===== src/rtl/core/cfpt_pkg.sv =====
// ----------------------------------------------------------------------------
// cfpt_pkg
// shared constants and types of the camera frame point transform
// ----------------------------------------------------------------------------
package cfpt_pkg;

	localparam int PT_W     = 32;
	localparam int AX_W     = 48;
	localparam int DIV_BITS = 48;
	localparam int CFG_IDX_W = 3;

	localparam logic signed [31:0] Q16_ONE = 32'sd65536;
	localparam logic signed [31:0] S32_MAX = 32'sh7fffffff;
	localparam logic signed [31:0] S32_MIN = 32'sh80000000;

	// register indexes
	localparam logic [CFG_IDX_W-1:0] REG_CAM_X   = 3'd0;
	localparam logic [CFG_IDX_W-1:0] REG_CAM_Y   = 3'd1;
	localparam logic [CFG_IDX_W-1:0] REG_CAM_Z   = 3'd2;
	localparam logic [CFG_IDX_W-1:0] REG_HORIZON = 3'd3;
	localparam logic [CFG_IDX_W-1:0] REG_NORMAL  = 3'd4;
	localparam logic [CFG_IDX_W-1:0] REG_MODE    = 3'd5;

	// modes
	localparam logic [1:0] MODE_XF  = 2'd0;
	localparam logic [1:0] MODE_DIV = 2'd1;

	// status codes
	localparam logic [1:0] ST_OK       = 2'd0;
	localparam logic [1:0] ST_SINGULAR = 2'd1;
	localparam logic [1:0] ST_ZERODIV  = 2'd2;
	localparam logic [1:0] ST_SAT      = 2'd3;

	typedef logic [8:0][31:0] inv_mat_t;

	typedef struct packed {
		logic ready;
		logic singular;
		logic sat;
	} inv_st_t;

	typedef struct packed {
		logic signed [31:0] ex;
		logic signed [31:0] ey;
		logic signed [31:0] ez;
		logic               sing;
		logic               zero;
		logic               sat;
	} dv_tag_t;

endpackage


===== src/rtl/core/cfpt_inv_build.sv =====
// ----------------------------------------------------------------------------
// cfpt_inv_build
// sequencer that forms the inverse camera basis from the two axis registers
// ----------------------------------------------------------------------------
module cfpt_inv_build (
	input  logic                clk,
	input  logic                arst_n,
	input  logic                start,
	input  logic [47:0]         horizon,
	input  logic [47:0]         normal,
	output cfpt_pkg::inv_mat_t  inv,
	output cfpt_pkg::inv_st_t   st
);

	localparam logic [2:0] ST_MUL  = 3'd0;
	localparam logic [2:0] ST_ACC  = 3'd1;
	localparam logic [2:0] ST_PREP = 3'd2;
	localparam logic [2:0] ST_DIV  = 3'd3;
	localparam logic [2:0] ST_IDLE = 3'd4;

	localparam logic [1:0] OP_LOAD = 2'd0;
	localparam logic [1:0] OP_ADD  = 2'd1;
	localparam logic [1:0] OP_SUB  = 2'd2;

	localparam logic [4:0] LAST_STEP  = 5'd20;
	localparam logic [3:0] LAST_ENTRY = 4'd8;
	localparam int         DVD_W      = 81;
	localparam logic [6:0] LAST_BIT   = 7'd80;

	typedef struct packed {
		logic [3:0] a;
		logic [3:0] b;
		logic [1:0] op;
	} step_t;

	logic [2:0]          state_q;
	logic [4:0]          step_q;
	logic signed [67:0]  prod_q;
	logic signed [65:0]  acc_q;
	logic signed [32:0]  v_q [3];
	logic signed [49:0]  a_q [3];
	logic signed [49:0]  c_q [3];
	logic [63:0]         d_q;
	logic [1:0]          row_q;
	logic [1:0]          col_q;
	logic [3:0]          entry_q;
	logic [6:0]          bit_q;
	logic [DVD_W-1:0]    dvd_q;
	logic [63:0]         rem_q;
	logic [33:0]         quo_q;
	logic                big_q;
	logic                neg_q;
	logic                sat_q;
	logic                sing_q;
	logic                ready_q;
	cfpt_pkg::inv_mat_t  inv_q;

	function automatic step_t step_dec(input logic [4:0] s);
		step_t r;
		unique case (s)
			5'd0:    r = '{4'd1, 4'd5, OP_LOAD};
			5'd1:    r = '{4'd2, 4'd4, OP_SUB};
			5'd2:    r = '{4'd2, 4'd3, OP_LOAD};
			5'd3:    r = '{4'd0, 4'd5, OP_SUB};
			5'd4:    r = '{4'd0, 4'd4, OP_LOAD};
			5'd5:    r = '{4'd1, 4'd3, OP_SUB};
			5'd6:    r = '{4'd6, 4'd6, OP_LOAD};
			5'd7:    r = '{4'd7, 4'd7, OP_ADD};
			5'd8:    r = '{4'd8, 4'd8, OP_ADD};
			5'd9:    r = '{4'd7, 4'd5, OP_LOAD};
			5'd10:   r = '{4'd8, 4'd4, OP_SUB};
			5'd11:   r = '{4'd8, 4'd3, OP_LOAD};
			5'd12:   r = '{4'd6, 4'd5, OP_SUB};
			5'd13:   r = '{4'd6, 4'd4, OP_LOAD};
			5'd14:   r = '{4'd7, 4'd3, OP_SUB};
			5'd15:   r = '{4'd1, 4'd8, OP_LOAD};
			5'd16:   r = '{4'd2, 4'd7, OP_SUB};
			5'd17:   r = '{4'd2, 4'd6, OP_LOAD};
			5'd18:   r = '{4'd0, 4'd8, OP_SUB};
			5'd19:   r = '{4'd0, 4'd7, OP_LOAD};
			5'd20:   r = '{4'd1, 4'd6, OP_SUB};
			default: r = '{4'd0, 4'd0, OP_LOAD};
		endcase
		return r;
	endfunction

	function automatic logic signed [33:0] pick(input logic [3:0] sel,
		input logic [47:0] h, input logic [47:0] n,
		input logic signed [32:0] v0, input logic signed [32:0] v1,
		input logic signed [32:0] v2);
		logic signed [33:0] r;
		unique case (sel)
			4'd0:    r = 34'($signed(h[15:0]));
			4'd1:    r = 34'($signed(h[31:16]));
			4'd2:    r = 34'($signed(h[47:32]));
			4'd3:    r = 34'($signed(n[15:0]));
			4'd4:    r = 34'($signed(n[31:16]));
			4'd5:    r = 34'($signed(n[47:32]));
			4'd6:    r = 34'(v0);
			4'd7:    r = 34'(v1);
			4'd8:    r = 34'(v2);
			default: r = '0;
		endcase
		return r;
	endfunction

	step_t               stp;
	logic signed [33:0]  opa, opb;
	logic signed [65:0]  acc_nx;
	logic signed [50:0]  num;
	logic                num_neg;
	logic [49:0]         num_mag;
	logic [64:0]         r_try;
	logic                q_bit;
	logic [64:0]         r_sub;
	logic [33:0]         quo_nx;
	logic                big_nx;
	logic                ovf;
	logic [31:0]         ent_val;

	always_comb begin
		stp = step_dec(step_q);
		opa = pick(stp.a, horizon, normal, v_q[0], v_q[1], v_q[2]);
		opb = pick(stp.b, horizon, normal, v_q[0], v_q[1], v_q[2]);
		unique case (stp.op)
			OP_ADD:  acc_nx = acc_q + prod_q[65:0];
			OP_SUB:  acc_nx = acc_q - prod_q[65:0];
			default: acc_nx = prod_q[65:0];
		endcase
	end

	// numerator of the next entry
	always_comb begin
		unique case (row_q)
			2'd0:    num = -51'(a_q[col_q]);
			2'd1:    num = 51'(v_q[col_q]);
			default: num = -51'(c_q[col_q]);
		endcase
		num_neg = num[50];
		num_mag = num_neg ? 50'(-num) : num[49:0];
	end

	// one restoring step
	always_comb begin
		r_try  = {rem_q, dvd_q[DVD_W-1]};
		q_bit  = r_try >= {1'b0, d_q};
		r_sub  = r_try - {1'b0, d_q};
		quo_nx = {quo_q[32:0], q_bit};
		big_nx = big_q | quo_q[32];
		if (neg_q) begin
			ovf     = big_nx || (quo_nx > 34'h080000000);
			ent_val = ovf ? cfpt_pkg::S32_MIN : 32'(~quo_nx[31:0] + 32'd1);
		end else begin
			ovf     = big_nx || (quo_nx > 34'h07fffffff);
			ent_val = ovf ? cfpt_pkg::S32_MAX : quo_nx[31:0];
		end
	end

	always_ff @(posedge clk or negedge arst_n) begin
		if (!arst_n) begin
			state_q <= ST_MUL;
			step_q  <= '0;
			ready_q <= 1'b0;
			sing_q  <= 1'b0;
			sat_q   <= 1'b0;
		end else if (start) begin
			state_q <= ST_MUL;
			step_q  <= '0;
			ready_q <= 1'b0;
			sing_q  <= 1'b0;
			sat_q   <= 1'b0;
		end else begin
			unique case (state_q)
				ST_MUL: begin
					state_q <= ST_ACC;
				end
				ST_ACC: begin
					if (step_q == LAST_STEP) begin
						state_q <= ST_PREP;
					end else begin
						step_q  <= step_q + 5'd1;
						state_q <= ST_MUL;
					end
				end
				ST_PREP: begin
					if (d_q == '0) begin
						sing_q  <= 1'b1;
						ready_q <= 1'b1;
						state_q <= ST_IDLE;
					end else begin
						state_q <= ST_DIV;
					end
				end
				ST_DIV: begin
					if (bit_q == '0) begin
						sat_q <= sat_q | ovf;
						if (entry_q == LAST_ENTRY) begin
							ready_q <= 1'b1;
							state_q <= ST_IDLE;
						end else begin
							state_q <= ST_PREP;
						end
					end
				end
				default: begin
				end
			endcase
		end
	end

	// datapath registers
	always_ff @(posedge clk) begin
		// entry counters restart while the products run
		if (state_q == ST_MUL) begin
			row_q   <= '0;
			col_q   <= '0;
			entry_q <= '0;
		end
		unique case (state_q)
			ST_MUL: begin
				prod_q <= opa * opb;
			end
			ST_ACC: begin
				acc_q <= acc_nx;
				unique case (step_q)
					5'd1:    v_q[0] <= acc_nx[32:0];
					5'd3:    v_q[1] <= acc_nx[32:0];
					5'd5:    v_q[2] <= acc_nx[32:0];
					5'd8:    d_q    <= acc_nx[63:0];
					5'd10:   a_q[0] <= acc_nx[49:0];
					5'd12:   a_q[1] <= acc_nx[49:0];
					5'd14:   a_q[2] <= acc_nx[49:0];
					5'd16:   c_q[0] <= acc_nx[49:0];
					5'd18:   c_q[1] <= acc_nx[49:0];
					5'd20:   c_q[2] <= acc_nx[49:0];
					default: begin
					end
				endcase
			end
			ST_PREP: begin
				neg_q <= num_neg;
				rem_q <= '0;
				quo_q <= '0;
				big_q <= 1'b0;
				bit_q <= LAST_BIT;
				dvd_q <= (row_q == 2'd1) ? (DVD_W'(num_mag) << 44)
				                        : (DVD_W'(num_mag) << 30);
			end
			ST_DIV: begin
				rem_q <= q_bit ? r_sub[63:0] : r_try[63:0];
				quo_q <= quo_nx;
				big_q <= big_nx;
				dvd_q <= {dvd_q[DVD_W-2:0], 1'b0};
				bit_q <= bit_q - 7'd1;
				if (bit_q == '0) begin
					inv_q[entry_q] <= ent_val;
					entry_q        <= entry_q + 4'd1;
					if (col_q == 2'd2) begin
						col_q <= '0;
						row_q <= row_q + 2'd1;
					end else begin
						col_q <= col_q + 2'd1;
					end
				end
			end
			default: begin
			end
		endcase
	end

	assign inv         = inv_q;
	assign st.ready    = ready_q;
	assign st.singular = sing_q;
	assign st.sat      = sat_q;

endmodule


===== config.mk =====
export PLATFORM = sky130hd
export DESIGN_NAME = cfpt_inv_build
export DESIGN_NICKNAME = d
export VERILOG_FILES = /design/src/rtl/core/cfpt_pkg.sv /design/src/rtl/core/cfpt_inv_build.sv
export SDC_FILE = /design/constraint.sdc
export NUM_CORES = 2
export LEC_CHECK = 0
export BUFFER_PORTS_ARGS = -buffer_cell sky130_fd_sc_hd__buf_2
export CAP_MARGIN = 10
export CORE_ASPECT_RATIO = 1.5
export CORE_MARGIN = 2
export CORE_UTILIZATION = 40
export DETAILED_ROUTE_END_ITERATION = 10
export PLACE_DENSITY_LB_ADDON = 0.05
export SYNTH_ARGS = -nofsm -noshare
export SYNTH_HDL_FRONTEND = slang
export SYNTH_SLANG_ARGS = --single-unit

===== constraint.sdc =====
create_clock -name clk -period 32.9 [get_ports clk]
set_input_delay 9.87 -clock clk [delete_from_list [all_inputs] [get_ports clk]]
set_output_delay 9.87 -clock clk [all_outputs]
set_load 0.05 [all_outputs]

Word level (Yosys, flattened, before mapping)
Memory sizes are Yosys's and may differ from the RTL's. A register that Yosys moved wholly into a read port is not among the register bits.
Index checks and enable logic that the tools add are counted.
- muxes and demuxes: 94
- equal/unequal tests: 38
- order comparisons: 5
- reductions and logical operators: 30
- bitwise logic cells: 3
- multipliers: 1
- add/sub/neg operators: 12
- operator list (operator ; count):
    34-bit case mux with 9 select lines ; 2
    288-bit bitwise mux ; 1
    50-bit two-way mux ; 5
    50-bit OR reduction ; 4
    81-bit case mux with 2 select lines ; 1
    66-bit case mux with 2 select lines ; 1
    32-bit demux with 4-bit select ; 1
    32-bit two-way mux ; 4
    64-bit case mux with 2 select lines ; 1
    50-bit negation with 51-bit output ; 2
    51-bit case mux with 2 select lines ; 1
    81-bit two-way mux ; 1
    66-bit adder ; 1
    34-bit by 34-bit multiplier with 66-bit output ; 1
    33-bit two-way mux ; 2
    33-bit case mux with 2 select lines ; 1
    33-bit OR reduction ; 2
    66-bit subtractor ; 1
    65-bit by 64-bit greater-or-equal comparator with 1-bit output ; 1
    64-bit zero test ; 1
    64-bit two-way mux ; 1
    64-bit subtractor ; 1
    50-bit negation ; 1
    1-bit two-way mux ; 43
    44 further kinds ; 103
- RAM bits: 399
- word-level logic and storage cells: 213
- memories kept: 4
- memory bits (read-only): 320
- bits in registers: 690
- output and inout port bits: 291
- input bits: 99
- memory list (memory ; depth ; width ; rd ports ; clocked after memory_dff ; wr ports ; RTL line ; RTL):
    (no name shown) ; 32 ; 10 ; 1 ; 0 ; 0 ; cfpt_inv_build.sv:60 ; unique case (s)
    a_q ; 3 ; 50 ; 1 ; 1 ; 1 ; cfpt_inv_build.sv:41 ; logic signed [49:0] a_q [3];
    c_q ; 3 ; 50 ; 1 ; 1 ; 1 ; cfpt_inv_build.sv:42 ; logic signed [49:0] c_q [3];
    v_q ; 3 ; 33 ; 4 ; 1 ; 1 ; cfpt_inv_build.sv:40 ; logic signed [32:0] v_q [3];

Longest topological paths before layout
- depth after elaboration: 8
- depth in mapped cells: 47
- gate-level depth less buffers: 43

Worst setup path before layout
No wires, ideal clock.
- path type: input port to flip-flop
- start: in normal[47]
- end: reg prod_q[63] (data pin)
- path slack: 14.248 ns
- stages: 35
- data required time: 32.640 ns
- data arrival time: 18.392 ns
- buffers on the path: 3
- library setup time: 0.260 ns
- cells stage by stage: mux2i_1 nor2_1 a221o_1 a221oi_1 clkbuf_1 and4_1 clkbuf_1 clkbuf_1 nor2_1 fa_1 inv_1 fa_1 inv_1 fa_1 fa_1 fa_1 fa_1 fa_1 inv_1 fa_1 inv_1 ha_1 a21o_1 a21o_1 a21oi_1 o31ai_1 a221o_1 nor3b_1 a311oi_1 a31oi_1 a41oi_1 a31oi_1 a221o_1 a21oi_1 xnor2_1
- cells in the longest elaborated chain, start to end: 2
- elaborated cells between the ends (all ways): 3
- classes of those cells: mul: 1; mux: 2
- ends and longest elaborated chain (item ; RTL line ; RTL):
    start, declared ; cfpt_inv_build.sv:10 ; input logic [47:0] normal,
    34-bit case mux with 9 select lines ; cfpt_inv_build.sv:92 ; unique case (sel)
    34-bit by 34-bit multiplier with 66-bit output (*) ; cfpt_inv_build.sv:221 ; prod_q <= opa * opb;
    end signal, assigned ; cfpt_inv_build.sv:221 ;
    end, declared ; cfpt_inv_build.sv:38 ; logic signed [67:0] prod_q;
Every way passes the cells marked *; elsewhere a longest branch is shown, timed or not.
A chain may end at the register's enable or synchronous reset.

Final worst setup path
- start: in horizon[31]
- end: reg prod_q[63] (data pin)
- cells in the longest elaborated chain, start to end: 2
- elaborated cells between the ends (all ways): 3
- classes of those cells: mul: 1; mux: 2
- ends and longest elaborated chain (item ; RTL line ; RTL):
    start, declared ; cfpt_inv_build.sv:9 ; input logic [47:0] horizon,
    34-bit case mux with 9 select lines ; cfpt_inv_build.sv:92 ;
    34-bit by 34-bit multiplier with 66-bit output (*) ; cfpt_inv_build.sv:221 ;
Marks and branches as above.

==> impl_metrics.toml <==
[sta]
worstMarginPinSlew_ps = 1280
fmax_mhz = 48.7
setup_viol = 0
hold_violations = 0
tns_ps = 0
slew_headroom_pct = 14.5
rsz0062_at_grt = "no"
fin_skew_ps = 68.3
drv_slew = 0
post-route-period-util_pct = 62.4
min_period_ps = 20520

[placement]
gp_congestion = 0.936
dp_hpwl_um = 256000
place_area_mm2 = 0.0988
io_buffers = 389

[routing]
route.detailed.drc = 0
wl_per_cell_um = 26.6
routed_wl_um = 332000
ant_nets = 0
vias = 68700
first_iter_violations = 5284
via_per_inst = 5.51
dr.pass1.iters = 6

[die]
core_mm2 = 0.231
die_x_um = 397
die_h_um = 594
ioPinCount = 390
die_area_mm2 = 0.236
num_rows = 216
start_util_pct = 40.2

[yosys]
syn_inst = 9077
syn_avg_cell_area_um2 = 10.2
yosysUniqueCellTypes = 112
yosys_warnings = 0
synth_ff_type = "edfxtp_1"
synth_top_area_share_pct = 33.5
synth_area_leader_cell = "edfxtp_1"
synth_enable_flop_cells = 1036
synth-seq-cells = 1055
async_flop_share_pct = 1.04
syn_nets = 10700
synthTopCellsByArea = "edfxtp_1, fa_1, inv_1, ha_1, nand2_1"
ys_seq_area_share_pct = 34.0
syn_area_mm2 = 0.0929

[global_routing]
grt_use_total_pct = 27.9
grt_pass1_vias = 71800
grt_pass1_wl_um = 484000
grt_max_degree = 166
grt_overflow = 0
antenna_found_initial = 8

[clock_network]
cts_resized = 0
clk_pin_slew_ps = 70
cts_made_buffers = 95
cts.htree.levels = 3
clk_path_buf_depth = 3
cts-root-buf = "clkbuf_16"
postCtsHoldBufs = 0
post-cts-setup-buffers = 0
cts_tree = "built"
clock-sinks = 1055
clock_latency_ps = 740

[worst_setup_path]
worstSetupEndpoint = "prod_q[63]$_DFFE_PP_"
cp.depth = 35
cpPeakStageDelay_ps = 1100
r2r_start = "step_q[0]$_DFFE_PN0P_"
slowest_stage = "and4_1"
crit_family = "adder cells"
r2r_cells = 42
endpoint_kind = "flop"
worstSetupStartpointType = "input port"
path_common_cell = "fa_1"
reg2reg_to = "prod_q[63]$_DFFE_PP_"
crit_buf_inv = 8
reg2reg_setup_slack_ps = 18680
arrival_ps = 20930
worstSetupStartpoint = "horizon[31]"
critPathKind = "input port to flop"
crit_fanout = 33
critPathRequiredTime_ps = 33320

[final_layout]
multi_input_area_mm2 = 0.0548
fillers = 22200
layout_commonest_cell = "inv_1"
final_util_pct = 44.2
final_cell_mix = "inv_1, fa_1, nand2_1"
synthToLayoutAreaGrowth_pct = 9.91
final_nets = 10900
drive_gt1_share_pct = 9.98
register_area_mm2 = 0.0316
fin_area_mm2 = 0.102

[flow_run]
maxCapViolCount = 0

[status]
outcome = "complete, no violations"

[hold_path]
hold_class = "flop to flop"
hp-start = "sing_q$_DFFE_PN0P_"
## logic make-up (layout without fill, tap and decap cells)
| group | count (synthesis) | count (layout) | synth area share (%) |
|---|---|---|---|
| adder cells (fa/ha/maj) | 1521 | 1521 | 30.0 |
| buffers and inverters | 1833 | 2161 | 7.55 |
| other | 0 | 6 | 0 |
| multiplexers | 230 | 230 | 2.60 |
| AO/OA/AOI/OAI | 1338 | 1338 | 9.28 |
| AND/OR/NAND/NOR | 2737 | 2737 | 13.2 |
| XOR/XNOR | 363 | 363 | 3.42 |
| flip-flops | 1055 | 1055 | 34.0 |
## synth_stat cells (all sizes together) (21+ instances only)
cell    count
a211oi     32
a21o      114
a21oi     404
a221oi     26
a22o       21
a22oi      56
a31oi      40
and2       43
and3      101
buf        67
clkbuf    357
edfxtp   1036
fa       1176
ha        345
inv      1406
mux2       41
mux2i     188
nand2    1139
nand2b     77
nand3     120
nand4      81
nor2      848
nor2b      34
nor3       87
nor4       62
o211ai     24
o21a       51
o21ai     316
o21bai     35
o311ai     21
o31ai      40
or2        25
or3        37
or4        23
xnor2     256
xor2      107
## final cells by class
cell class	instances	area share, %
Antenna cell	6	0.0147
Clock buffer	106	2.37
Clock inverter	70	0.794
Inverter	1409	5.18
Multi-Input combinational cell	6189	53.7
Sequential cell	1055	30.9
Tap cell	3052	3.74
Timing Repair Buffer	576	3.30
## metal layers
layer	share of wire, %	global-route usage, %	up-vias
met5	0.0036	0	-
met4	6.0	14.4	2
met3	5.0	3.14	635
met2	52	50.7	2333
met1	37	32.1	35300
li1	-	-	30400
## through the flow
stage	hold slack (ps)	setup slack (ps)	cells
3_3_place_gp	461	11920	12300
6_report	492	12380	12500
3_5_place_dp	482	11930	12300
5_1_grt	516	12240	12500
2_1_floorplan	444	14250	9077
4_1_cts	499	12660	12500
## sequential cells by signal (all words and copies together), names as in the netlist, 7 cells and up
register	count
inv	288
a_q	150
c_q	150
v_q	99
acc_q	64
d_q	64
prod_q	64
rem_q	64
dvd_q	51
quo_q	33
bit_q	7
## worst min-delay path by stage
| stage | end | slack, ps | cells past startpoint |
|---|---|---|---|
| 2_1_floorplan | row_q[1]$_DFF_P_ | 440 | 2 |
| 3_3_place_gp | row_q[1]$_DFF_P_ | 460 | 2 |
| 3_5_place_dp | sing_q$_DFFE_PN0P_ | 480 | 2 |
| 4_1_cts | sing_q$_DFFE_PN0P_ | 500 | 2 |
| 5_1_grt | sing_q$_DFFE_PN0P_ | 520 | 2 |
| 6_report | sing_q$_DFFE_PN0P_ | 490 | 2 |
## worst min-delay path, stage by stage, from the launching register on
cell	delay, ps
dfrtp_1	340
a21oi_1	40
nor2_1	70
Power is left out: the tool's default activity adds up to more than one toggle a clock period on the data nets, which glitch-free logic cannot reach.
